**src/hdl/assert_macros.svh**
```systemverilog
// Assertion helpers shared by the RTL.
`ifndef ASSERT_MACROS_SVH
`define ASSERT_MACROS_SVH

// Clocked check, disabled while reset is held.
`define ASSERT_CLK(lbl, clk, rst_n, prop, msg) \
    lbl: assert property (@(posedge clk) disable iff (!rst_n) (prop)) else $error(msg);

// Condition that must never hold outside reset.
`define ASSERT_NEVER(lbl, clk, rst_n, cond, msg) \
    lbl: assert property (@(posedge clk) disable iff (!rst_n) !(cond)) else $error(msg);

`endif

```
**src/hdl/sha256_pkg.sv**
```systemverilog
`default_nettype none
package sha256_pkg;

    typedef enum logic [2:0] {
        ST_IDLE,
        ST_PAD,
        ST_ROUND,
        ST_DRAIN,
        ST_UPDATE,
        ST_OUT
    } state_t;

    localparam logic [31:0] PAD_MARKER = 32'h8000_0000;

    function automatic logic [31:0] init_hash(input logic [2:0] i);
        logic [31:0] v;
        case (i)
            3'd0: v = 32'h6a09e667;
            3'd1: v = 32'hbb67ae85;
            3'd2: v = 32'h3c6ef372;
            3'd3: v = 32'ha54ff53a;
            3'd4: v = 32'h510e527f;
            3'd5: v = 32'h9b05688c;
            3'd6: v = 32'h1f83d9ab;
            default: v = 32'h5be0cd19;
        endcase
        return v;
    endfunction

    function automatic logic [31:0] round_k(input logic [5:0] i);
        logic [31:0] v;
        case (i)
            6'd0:  v = 32'h428a2f98; 6'd1:  v = 32'h71374491;
            6'd2:  v = 32'hb5c0fbcf; 6'd3:  v = 32'he9b5dba5;
            6'd4:  v = 32'h3956c25b; 6'd5:  v = 32'h59f111f1;
            6'd6:  v = 32'h923f82a4; 6'd7:  v = 32'hab1c5ed5;
            6'd8:  v = 32'hd807aa98; 6'd9:  v = 32'h12835b01;
            6'd10: v = 32'h243185be; 6'd11: v = 32'h550c7dc3;
            6'd12: v = 32'h72be5d74; 6'd13: v = 32'h80deb1fe;
            6'd14: v = 32'h9bdc06a7; 6'd15: v = 32'hc19bf174;
            6'd16: v = 32'he49b69c1; 6'd17: v = 32'hefbe4786;
            6'd18: v = 32'h0fc19dc6; 6'd19: v = 32'h240ca1cc;
            6'd20: v = 32'h2de92c6f; 6'd21: v = 32'h4a7484aa;
            6'd22: v = 32'h5cb0a9dc; 6'd23: v = 32'h76f988da;
            6'd24: v = 32'h983e5152; 6'd25: v = 32'ha831c66d;
            6'd26: v = 32'hb00327c8; 6'd27: v = 32'hbf597fc7;
            6'd28: v = 32'hc6e00bf3; 6'd29: v = 32'hd5a79147;
            6'd30: v = 32'h06ca6351; 6'd31: v = 32'h14292967;
            6'd32: v = 32'h27b70a85; 6'd33: v = 32'h2e1b2138;
            6'd34: v = 32'h4d2c6dfc; 6'd35: v = 32'h53380d13;
            6'd36: v = 32'h650a7354; 6'd37: v = 32'h766a0abb;
            6'd38: v = 32'h81c2c92e; 6'd39: v = 32'h92722c85;
            6'd40: v = 32'ha2bfe8a1; 6'd41: v = 32'ha81a664b;
            6'd42: v = 32'hc24b8b70; 6'd43: v = 32'hc76c51a3;
            6'd44: v = 32'hd192e819; 6'd45: v = 32'hd6990624;
            6'd46: v = 32'hf40e3585; 6'd47: v = 32'h106aa070;
            6'd48: v = 32'h19a4c116; 6'd49: v = 32'h1e376c08;
            6'd50: v = 32'h2748774c; 6'd51: v = 32'h34b0bcb5;
            6'd52: v = 32'h391c0cb3; 6'd53: v = 32'h4ed8aa4a;
            6'd54: v = 32'h5b9cca4f; 6'd55: v = 32'h682e6ff3;
            6'd56: v = 32'h748f82ee; 6'd57: v = 32'h78a5636f;
            6'd58: v = 32'h84c87814; 6'd59: v = 32'h8cc70208;
            6'd60: v = 32'h90befffa; 6'd61: v = 32'ha4506ceb;
            6'd62: v = 32'hbef9a3f7; default: v = 32'hc67178f2;
        endcase
        return v;
    endfunction

    function automatic logic [31:0] ror(input logic [31:0] x, input int s);
        return (x >> s) | (x << (32 - s));
    endfunction

    function automatic logic [31:0] bsig0(input logic [31:0] x);
        return ror(x, 2) ^ ror(x, 13) ^ ror(x, 22);
    endfunction

    function automatic logic [31:0] bsig1(input logic [31:0] x);
        return ror(x, 6) ^ ror(x, 11) ^ ror(x, 25);
    endfunction

    function automatic logic [31:0] ssig0(input logic [31:0] x);
        return ror(x, 7) ^ ror(x, 18) ^ (x >> 3);
    endfunction

    function automatic logic [31:0] ssig1(input logic [31:0] x);
        return ror(x, 17) ^ ror(x, 19) ^ (x >> 10);
    endfunction

endpackage
`default_nettype wire

```
**src/hdl/sha256_if.sv**
```systemverilog
`default_nettype none
interface sha256_msg_if;
    logic        valid;
    logic        ready;
    logic [31:0] message_word;
    logic [2:0]  valid_bytes;
    logic        last_word;

    modport source (output valid, message_word, valid_bytes, last_word, input ready);
    modport sink (input valid, message_word, valid_bytes, last_word, output ready);
endinterface

interface sha256_digest_if;
    logic        valid;
    logic        ready;
    logic [31:0] digest_word;
    logic [2:0]  word_index;
    logic        last_of_digest;

    modport source (output valid, digest_word, word_index, last_of_digest, input ready);
    modport sink (input valid, digest_word, word_index, last_of_digest, output ready);
endinterface
`default_nettype wire

```
**src/hdl/sha256_ram.sv**
```systemverilog
`default_nettype none
module sha256_ram #(
    parameter int WIDTH = 32,
    parameter int DEPTH = 16
) (
    input  wire                       clk,
    input  wire                       we,
    input  wire [$clog2(DEPTH)-1:0]   waddr,
    input  wire [WIDTH-1:0]           wdata,
    input  wire [$clog2(DEPTH)-1:0]   raddr0,
    input  wire [$clog2(DEPTH)-1:0]   raddr1,
    output logic [WIDTH-1:0]          rdata0,
    output logic [WIDTH-1:0]          rdata1
);
    logic [WIDTH-1:0] mem_reg [DEPTH];

    always_ff @(posedge clk)
    begin
        if (we)
        begin
            mem_reg[waddr] <= wdata;
        end
        rdata0 <= mem_reg[raddr0];
        rdata1 <= mem_reg[raddr1];
    end
endmodule
`default_nettype wire

```
**src/hdl/sha256_hash_engine.sv**
```systemverilog
`default_nettype none
// SHA-256 engine for a stream of big-endian 32-bit message words.
// message: one word per transaction; last_word marks the end of the message and
//   valid_bytes (0..4, values above 4 count as 4) gives its valid leading bytes.
// digest: eight transactions, H0 first, word_index 0..7, last_of_digest on 7.
// Words are taken one per cycle while the block fills. The 16th word of a
// block starts the compression: 64 rounds at one round per cycle through the
// schedule memory, followed by a drain state and a hash update state. On the
// last word the engine writes the padding and length one word per cycle, runs
// one or two more compressions and then presents the digest.
// message.ready is low from the filling of a block until the compression is
// done, and during padding and output. A stalled digest transaction holds its
// word until taken; after the eighth one the engine returns to its initial
// hash and accepts a new message.
// Reset clears the control state and loads the initial hash values at once.
module sha256_hash_engine (
    input wire clk,
    input wire rst_n,
    sha256_msg_if.sink      message,
    sha256_digest_if.source digest
);
    import sha256_pkg::*;

    state_t state_reg, state_next;

    logic [31:0] hash_reg [8];
    logic [31:0] wv_reg [8];
    logic [3:0]  pos_reg;
    logic [5:0]  rc_reg;
    logic [5:0]  cr_reg;
    logic        cv_reg;
    logic [63:0] bits_reg;
    logic        pad_reg;
    logic        marker_reg;
    logic        len_reg;
    logic        final_reg;
    logic [2:0]  idx_reg;

    logic        in_acc, out_acc;
    logic        push_en;
    logic [31:0] push_data;
    logic        compute_en;
    logic [2:0]  nv;
    logic [31:0] keep_mask, pad_bit;
    logic [31:0] x16, x15, x7, x2;
    logic [31:0] wt, t1, t2;
    logic        ram_we;
    logic [3:0]  ram_waddr;
    logic [31:0] ram_wdata;

    assign in_acc  = message.valid && message.ready;
    assign out_acc = digest.valid && digest.ready;
    assign compute_en = cv_reg;
    assign nv = (message.valid_bytes > 3'd4) ? 3'd4 : message.valid_bytes;

    always_comb
    begin
        case (nv)
            3'd0:    begin keep_mask = 32'h0000_0000; pad_bit = 32'h8000_0000; end
            3'd1:    begin keep_mask = 32'hff00_0000; pad_bit = 32'h0080_0000; end
            3'd2:    begin keep_mask = 32'hffff_0000; pad_bit = 32'h0000_8000; end
            3'd3:    begin keep_mask = 32'hffff_ff00; pad_bit = 32'h0000_0080; end
            default: begin keep_mask = 32'hffff_ffff; pad_bit = 32'h0000_0000; end
        endcase
    end

    // Word written into the block this cycle, from the input or the padding.
    always_comb
    begin
        push_en = 1'b0;
        push_data = 32'h0;
        if (state_reg == ST_IDLE && in_acc)
        begin
            push_en = 1'b1;
            if (message.last_word)
            begin
                push_data = (message.message_word & keep_mask) | pad_bit;
            end
            else
            begin
                push_data = message.message_word;
            end
        end
        else if (state_reg == ST_PAD)
        begin
            push_en = 1'b1;
            if (marker_reg)
            begin
                push_data = PAD_MARKER;
            end
            else if (len_reg)
            begin
                push_data = bits_reg[31:0];
            end
            else if (pos_reg == 4'd14)
            begin
                push_data = bits_reg[63:32];
            end
        end
    end

    always_comb
    begin
        state_next = state_reg;
        unique case (state_reg)
            ST_IDLE:
            begin
                if (in_acc && pos_reg == 4'd15)
                begin
                    state_next = ST_ROUND;
                end
                else if (in_acc && message.last_word)
                begin
                    state_next = ST_PAD;
                end
            end
            ST_PAD:
            begin
                if (pos_reg == 4'd15)
                begin
                    state_next = ST_ROUND;
                end
            end
            ST_ROUND:
            begin
                if (rc_reg == 6'd63)
                begin
                    state_next = ST_DRAIN;
                end
            end
            ST_DRAIN:
            begin
                state_next = ST_UPDATE;
            end
            ST_UPDATE:
            begin
                if (final_reg)
                begin
                    state_next = ST_OUT;
                end
                else if (pad_reg)
                begin
                    state_next = ST_PAD;
                end
                else
                begin
                    state_next = ST_IDLE;
                end
            end
            ST_OUT:
            begin
                if (out_acc && idx_reg == 3'd7)
                begin
                    state_next = ST_IDLE;
                end
            end
            default: state_next = ST_IDLE;
        endcase
    end

    always_comb
    begin
        message.ready = (state_reg == ST_IDLE);
        digest.valid = (state_reg == ST_OUT);
        digest.digest_word = hash_reg[idx_reg];
        digest.word_index = idx_reg;
        digest.last_of_digest = (idx_reg == 3'd7);
        if (compute_en)
        begin
            ram_we = (cr_reg >= 6'd16);
            ram_waddr = cr_reg[3:0];
            ram_wdata = wt;
        end
        else
        begin
            ram_we = push_en;
            ram_waddr = pos_reg;
            ram_wdata = push_data;
        end
    end

    // Two copies of the schedule window give four read ports per round.
    sha256_ram #(.WIDTH(32), .DEPTH(16)) u_ram_a (
        .clk    (clk),
        .we     (ram_we),
        .waddr  (ram_waddr),
        .wdata  (ram_wdata),
        .raddr0 (rc_reg[3:0]),
        .raddr1 (rc_reg[3:0] + 4'd1),
        .rdata0 (x16),
        .rdata1 (x15)
    );

    sha256_ram #(.WIDTH(32), .DEPTH(16)) u_ram_b (
        .clk    (clk),
        .we     (ram_we),
        .waddr  (ram_waddr),
        .wdata  (ram_wdata),
        .raddr0 (rc_reg[3:0] + 4'd9),
        .raddr1 (rc_reg[3:0] + 4'd14),
        .rdata0 (x7),
        .rdata1 (x2)
    );

    always_comb
    begin
        if (cr_reg < 6'd16)
        begin
            wt = x16;
        end
        else
        begin
            wt = x16 + ssig0(x15) + x7 + ssig1(x2);
        end
        t1 = wv_reg[7] + bsig1(wv_reg[4])
            + ((wv_reg[4] & wv_reg[5]) ^ (~wv_reg[4] & wv_reg[6]))
            + round_k(cr_reg) + wt;
        t2 = bsig0(wv_reg[0])
            + ((wv_reg[0] & wv_reg[1]) ^ (wv_reg[0] & wv_reg[2]) ^ (wv_reg[1] & wv_reg[2]));
    end

    always_ff @(posedge clk or negedge rst_n)
    begin
        if (!rst_n)
        begin
            state_reg <= ST_IDLE;
            pos_reg <= 4'd0;
            rc_reg <= 6'd0;
            cr_reg <= 6'd0;
            cv_reg <= 1'b0;
            bits_reg <= 64'd0;
            pad_reg <= 1'b0;
            marker_reg <= 1'b0;
            len_reg <= 1'b0;
            final_reg <= 1'b0;
            idx_reg <= 3'd0;
            for (int i = 0; i < 8; i++)
            begin
                hash_reg[i] <= init_hash(3'(i));
            end
        end
        else
        begin
            state_reg <= state_next;
            cv_reg <= (state_reg == ST_ROUND);
            cr_reg <= rc_reg;
            if (state_reg == ST_ROUND)
            begin
                rc_reg <= rc_reg + 6'd1;
            end
            if (push_en)
            begin
                pos_reg <= pos_reg + 4'd1;
            end
            if (state_reg == ST_IDLE && in_acc)
            begin
                if (message.last_word)
                begin
                    bits_reg <= bits_reg + {58'd0, nv, 3'd0};
                    pad_reg <= 1'b1;
                    marker_reg <= (nv == 3'd4);
                end
                else
                begin
                    bits_reg <= bits_reg + 64'd32;
                end
            end
            if (state_reg == ST_PAD)
            begin
                if (marker_reg)
                begin
                    marker_reg <= 1'b0;
                end
                else if (len_reg)
                begin
                    final_reg <= 1'b1;
                end
                else if (pos_reg == 4'd14)
                begin
                    len_reg <= 1'b1;
                end
            end
            if (state_reg == ST_UPDATE)
            begin
                for (int i = 0; i < 8; i++)
                begin
                    hash_reg[i] <= hash_reg[i] + wv_reg[i];
                end
            end
            if (out_acc)
            begin
                idx_reg <= idx_reg + 3'd1;
                if (idx_reg == 3'd7)
                begin
                    // drop back to a fresh message
                    for (int i = 0; i < 8; i++)
                    begin
                        hash_reg[i] <= init_hash(3'(i));
                    end
                    pos_reg <= 4'd0;
                    bits_reg <= 64'd0;
                    pad_reg <= 1'b0;
                    len_reg <= 1'b0;
                    final_reg <= 1'b0;
                end
            end
        end
    end

    // Working variables: load at block start, advance one round per cycle.
    always_ff @(posedge clk)
    begin
        if (push_en && pos_reg == 4'd15)
        begin
            for (int i = 0; i < 8; i++)
            begin
                wv_reg[i] <= hash_reg[i];
            end
        end
        else if (compute_en)
        begin
            wv_reg[0] <= t1 + t2;
            wv_reg[1] <= wv_reg[0];
            wv_reg[2] <= wv_reg[1];
            wv_reg[3] <= wv_reg[2];
            wv_reg[4] <= wv_reg[3] + t1;
            wv_reg[5] <= wv_reg[4];
            wv_reg[6] <= wv_reg[5];
            wv_reg[7] <= wv_reg[6];
        end
    end

`include "assert_macros.svh"
    `ASSERT_NEVER(a_no_overlap, clk, rst_n, message.ready && digest.valid, "input open during output")
    `ASSERT_CLK(a_drain_update, clk, rst_n, state_reg == ST_DRAIN |=> state_reg == ST_UPDATE, "drain not followed by update")
    `ASSERT_CLK(a_digest_end, clk, rst_n, digest.valid && digest.ready && digest.last_of_digest |=> message.ready && pos_reg == 4'd0, "no restart after digest")
    `ASSERT_NEVER(a_wr_rounds, clk, rst_n, compute_en && push_en, "schedule write collision")

endmodule
`default_nettype wire

```
**src/flat_wrapper.sv**
```systemverilog
// flat-port wrapper written by rule: the top's interface ports become plain ports
module sha256_hash_engine_flat import sha256_pkg::*;
  (clk, rst_n, message_valid, message_message_word, message_valid_bytes, message_last_word, message_ready, digest_valid, digest_digest_word, digest_word_index, digest_last_of_digest, digest_ready);
  sha256_msg_if message_i ();
  sha256_digest_if digest_i ();
  input wire clk;
  input wire rst_n;
  input wire logic [$bits(message_i.valid)-1:0] message_valid;
  input wire logic [$bits(message_i.message_word)-1:0] message_message_word;
  input wire logic [$bits(message_i.valid_bytes)-1:0] message_valid_bytes;
  input wire logic [$bits(message_i.last_word)-1:0] message_last_word;
  output wire logic [$bits(message_i.ready)-1:0] message_ready;
  output wire logic [$bits(digest_i.valid)-1:0] digest_valid;
  output wire logic [$bits(digest_i.digest_word)-1:0] digest_digest_word;
  output wire logic [$bits(digest_i.word_index)-1:0] digest_word_index;
  output wire logic [$bits(digest_i.last_of_digest)-1:0] digest_last_of_digest;
  input wire logic [$bits(digest_i.ready)-1:0] digest_ready;
  assign message_i.valid = message_valid;
  assign message_i.message_word = message_message_word;
  assign message_i.valid_bytes = message_valid_bytes;
  assign message_i.last_word = message_last_word;
  assign message_ready = message_i.ready;
  assign digest_valid = digest_i.valid;
  assign digest_digest_word = digest_i.digest_word;
  assign digest_word_index = digest_i.word_index;
  assign digest_last_of_digest = digest_i.last_of_digest;
  assign digest_i.ready = digest_ready;
  sha256_hash_engine u_core (.clk(clk), .rst_n(rst_n), .message(message_i), .digest(digest_i));
endmodule
```
**config.mk**
```make
export PLATFORM = sky130hd
export DESIGN_NAME = sha256_hash_engine_flat
export DESIGN_NICKNAME = d
export VERILOG_FILES = /design/src/hdl/sha256_pkg.sv /design/src/hdl/sha256_if.sv /design/src/hdl/sha256_ram.sv /design/src/hdl/sha256_hash_engine.sv /design/src/flat_wrapper.sv
export VERILOG_INCLUDE_DIRS = /design/src /design/src/hdl
export SDC_FILE = /design/constraint.sdc
export NUM_CORES = 2
export LEC_CHECK = 0
export ABC_CLOCK_PERIOD_IN_PS = 20200
export BUFFER_PORTS_ARGS = -buffer_cell sky130_fd_sc_hd__buf_2
export CAP_MARGIN = 40
export CORE_UTILIZATION = 25
export CTS_BUF_LIST = sky130_fd_sc_hd__clkbuf_16
export DETAILED_ROUTE_END_ITERATION = 7
export PLACE_DENSITY_LB_ADDON = 0.25
export SLEW_MARGIN = 10
export SYNTH_ARGS = -nofsm -noshare
export SYNTH_HDL_FRONTEND = slang
export SYNTH_SLANG_ARGS = --single-unit
```
**constraint.sdc**
```tcl
create_clock -name clk -period 20.2 [get_ports clk]
set_input_delay 4.04 -clock clk [delete_from_list [all_inputs] [get_ports clk]]
set_output_delay 4.04 -clock clk [all_outputs]
set_load 0.05 [all_outputs]
```
---- Word level (Yosys, flattened, before mapping) ----
Memory sizes are Yosys's and may differ from the RTL's. A register that Yosys moved wholly into a read port is not among the register bits.
Index checks and enable logic that the tools add are counted.
word-level totals
  flip-flop bits (word level) ............. 347
  bits in writable memories ............... 1,280
  bits in read-only memories .............. 2,048
  bits of input ports ..................... 40
  output and inout port bits .............. 38
  word-level logic and storage cells ...... 188
  memories kept ........................... 4
memories
  name                    words  bits a word  rd ports  clocked after memory_dff  write ports  RTL line                  source
  (no name shown)         64     32           1         0                         0            sha256_pkg.sv:32          case (i)
  u_core.u_ram_a.mem_reg  16     32           2         2                         1            sha256_ram.sv:15          logic [WIDTH-1:0] mem_reg [DEPTH];
  u_core.u_ram_b.mem_reg  16     32           2         2                         1            sha256_ram.sv:15
  u_core.wv_reg           8      32           8         0                         8            sha256_hash_engine.sv:27  logic [31:0] wv_reg [8];
cells by class
  add/sub/neg operators ................... 26
  $lt $le $gt $ge ......................... 4
  equal/unequal tests ..................... 17
  muxes and demuxes ....................... 70
  bitwise operators ....................... 38
  reductions and logical operators ........ 10
operators by type and width
  kind                     number
  $mux W256                3
  $add A32 B32 Y32         18
  $mux W32                 18
  $xor A32 B32 Y32         9
  $mux W64                 4
  $pmux W32 S4             2
  $and A32 B32 Y32         6
  $bmux W32 S3             1
  $add A64 B6 Y64          1
  $add A64 B6 Y64 const B  1
  $not A32 Y32             1
  $or A10 B32 Y32          1
  $or A13 B32 Y32          1
  $or A14 B32 Y32          1
  $or A15 B32 Y32          1
  $or A19 B32 Y32          1
  $or A21 B32 Y32          1
  $or A25 B32 Y32          1
  $or A26 B32 Y32          1
  $or A30 B32 Y32          1
  $or A32 B32 Y32          1
  $or A7 B32 Y32           1
  $xor A32 B22 Y32         1
  $xor A32 B29 Y32         1
  25 further kinds         88

---- Longest topological paths before layout ----
  depth after elaboration ................. 10
  mapped depth ............................ 43
  gate-level depth less buffers ........... 42

---- Cells and area by module ----
From an unflattened synthesis, not the netlist that was laid out.
unflattened totals
  cell total of the unflattened synthesis .. 8,260
  area, all modules ....................... 103,956.0 um2
modules (own cells, without submodules)
  module                        times used  cells an instance  area an instance (um2)  seq. area each (um2)
  sha256_hash_engine            1           5,978              55,580.8                16,465.8
  sha256_ram at u_core.u_ram_b  1           1,141              24,188.2                16,656.0
  sha256_ram at u_core.u_ram_a  1           1,141              24,186.9                16,656.0

---- Worst setup path before layout ----
OpenSTA, ideal clock, no wires.
  kind .................................... input-to-reg
  from .................................... in message_valid
  to ...................................... mem u_core.wv_reg[0][0], enable pin
  arrival ................................. 9.397 ns
  required time ........................... 18.254 ns
  setup slack ............................. 8.858 ns
  cell stages on the path ................. 6
  buffers on the path ..................... 2
  path through ............................ nand2_1 nand2_1 nand2_1 buf_1 clkbuf_1 nand2_1
RTL lines
  what             RTL line                  source
  start, declared  flat_wrapper.sv:8         input wire logic [$bits(message_i.valid)-1:0] message_valid;
  end, declared    sha256_hash_engine.sv:27

==> metrics <==
initial antenna violation count 16; worst setup slack for register-to-register paths a little under 10 ns; summed instance area of the synthesized netlist 85,000 um^2; CTS tree yes; complex-gate fraction of the synthesized area about 12%; per-cell via count in the routed design between 5 and 6; predominant post-synthesis flop cell sky130_fd_sc_hd__edfxtp_1; Worst Setup End Kind register; result of the run complete, no violations; GP Congestion 0.924; worst slack on hold paths 0.445 ns; nature of the critical path startpoint register; remaining antenna violation count 0; number of violations of the max-capacitance limit 0; standard-cell rows 213; worst path required time 20.72 ns; Crit Path Class reg2reg; endpoint arrival time on the critical path approximately 11 ns; XOR/XNOR share of the synthesized area 6.40%; biggest fanout along the worst timing path 66; routed wire length roughly 310 mm; hold buffer count at CTS 0; synthesis warning total 0; Yosys top cell area share around 27%; Final Skew roughly 0.078 ns; Hold Violations, Final 0; H-Tree Level Count 4; number of enable-type register cells in the synthesized netlist 768; dominant combinational cell family by area after synthesis multiplexers; final worst path period share 50.9%; final cell utilization of the core between 20% and 30%; pin count of the biggest net entering global routing 152; share of the yosys chip area belonging to registers 40.5%; Post-CTS Resized 0; adder and majority gate portion of the synthesized area 10.7%; Post-Synthesis Cells 7,204; total of flip-flops plus latches after synthesis 1,240; minimum period implied by the final worst setup slack 10.28 ns; number of nets in the synthesized netlist 7,840; die area 342,000 um^2; share of cell area taken by muxes after synthesis around a fifth; placeable core region 337,000 um^2; async set or reset register ratio after synthesis 27.7%; number of max-slew violations in the final report 0; clock buffers created by TritonCTS 157; GRT Resource Usage Total between 10% and 20%; clock transition at the registers of the reported paths 0.06 ns; number of sinks on the clock net 1,240; Critical-path top delay cell sky130_fd_sc_hd__a2111oi_0; Initial Utilization 25.2%; worst-skew pair later-pin latency 0.86 ns; ranking of synthesized cells by area sky130_fd_sc_hd__edfxtp_1 27%, sky130_fd_sc_hd__mux4_2 15%, sky130_fd_sc_hd__dfrtp_1 6.1%, sky130_fd_sc_hd__ha_1 5.9%, sky130_fd_sc_hd__fa_1 4.6%; Setup violations, final 0; number of remaining DRC errors 0; cell with the most instances after synthesis sky130_fd_sc_hd__edfxtp_1; Fin Setup TNS 0 ns; number of detailed-routing iterations run before antenna repair 6; first-pass GRT wire length around 450 mm; layout cells sized above 1 20.4%; die extent in y 585 um; worst min path class reg2reg; final-layout fill cell count around 35k; vias in the first global route 61.3k; sum of overflow across all layers after global routing 0; Yosys cell types 105; DP Wirelength around 230 mm; maximum operating frequency between 0.09 and 0.1 GHz; number of vias in the routed layout 62.1k; share of synthesized cell area in and, or, nand and nor gates 7.68%; average size of a mapped cell 11.8 um^2; max FFs per register approximately 510; most frequent CP cell sky130_fd_sc_hd__fa_1; layout-stage area growth over the synthesis result 13.7%; maximum count of clock buffers along a single path 4; longest individual stage delay on the worst path between 0.6 and 0.7 ns; nets 7,862; horizontal extent of the die between 500 and 600 um; unrepaired setup endpoints after global routing false; final routed wire length divided by cell count between 20 and 30 um; leading post-synthesis cells by instance count 768 x sky130_fd_sc_hd__edfxtp_1, 588 x sky130_fd_sc_hd__nand2_1, 579 x sky130_fd_sc_hd__mux4_2; I/O pins slightly below 80; clock root buffer sky130_fd_sc_hd__clkbuf_16; Buffers on Ports 77; buffer count from post-CTS setup fixing 0; slew at the pin closest to its max-slew limit between 1 and 1.5 ns; Starting DRT DRC Count 5,646; remaining max-slew budget at the tightest pin 14.2%; largest area contributor in the netlist sky130_fd_sc_hd__edfxtp_1
## placed cells by master, fill, tap and decap left out, types with 161 or more instances in the layout
cell type	synthesis	routed
sky130_fd_sc_hd__nor2_1	378	358
sky130_fd_sc_hd__nand2_1	588	583
sky130_fd_sc_hd__inv_1	337	381
sky130_fd_sc_hd__xnor2_1	378	378
sky130_fd_sc_hd__edfxtp_1	768	768
sky130_fd_sc_hd__ha_1	400	398
sky130_fd_sc_hd__mux4_2	579	579
sky130_fd_sc_hd__a21o_1	165	165
sky130_fd_sc_hd__o21ai_0	357	355
sky130_fd_sc_hd__clkbuf_16	0	161
sky130_fd_sc_hd__dfrtp_1	208	198
sky130_fd_sc_hd__xor2_1	241	238
sky130_fd_sc_hd__mux2_2	234	234
sky130_fd_sc_hd__a21oi_1	518	518
sky130_fd_sc_hd__fa_1	196	196
## metal layers
metal	part of all wire (%)	wire length, um	vias up	global-route usage [%]
met5	0	0	-	0
li1	-	-	27200	-
met3	5.5	17100	425	2.29
met1	43	135000	32400	24.2
met4	4.1	12800	0	6.76
met2	47	148000	2166	29.4
## worst paths after layout
kind	startpoint	endpoint	depth (start not counted)
worst max-delay path	u_core.cr_reg[2]	u_core.wv_reg[0][31]	36
worst min-delay path	u_core.rc_reg[4]	u_core.cr_reg[4]	0
worst max register to register	u_core.cr_reg[2]	u_core.wv_reg[0][31]	36
worst min register to register	u_core.rc_reg[4]	u_core.cr_reg[4]	0
max in group asynchronous	rst_n	u_core.rc_reg[1]	3
min in group asynchronous	rst_n	u_core.hash_reg[193]	1
## layout make-up
cell class              count  area, um^2  share of cell area [%]
diodes                     10        25.0                  0.0259
clock buffers             161        4030                    4.17
clock inverters           116         719                   0.745
inverters                 342        1280                    1.33
multi-input cells        5220       48000                    49.7
flip-flops and latches   1240       34400                    35.6
well taps                4515        5650                    5.85
repair buffers            265        2460                    2.54
## metrics by stage
step | std cells | worst slack [ns] | cell area (um^2)
after floorplan | 7204 | 8.86 | 85000
after global placement | 11500 | 10.07 | 90800
after detailed placement | 11600 | 10.08 | 91700
after CTS | 11900 | 10.01 | 96500
after global routing | 11900 | 9.22 | 96600
final | 11900 | 9.92 | 96600
## cell families after synthesis
kind of cell	count (synthesis)
compound gates	1682
simple gates	1446
flops	1240
mux	857
buf+inv	744
xor+xnor	620
fa+ha+maj	615
## critical path: cells and delay by family (launching register included)
| kind | cells | cell delay [ns] |
|---|---|---|
| compound gates | 13 | 3.31 |
| fa+ha+maj | 7 | 2.78 |
| xor+xnor | 2 | 0.40 |
| buf+inv | 6 | 1.66 |
| simple gates | 8 | 1.40 |
| flops | 1 | 0.33 |
Power is not shown: default switching activity piles up to over one toggle a cycle in this logic, so the estimate is an artifact.
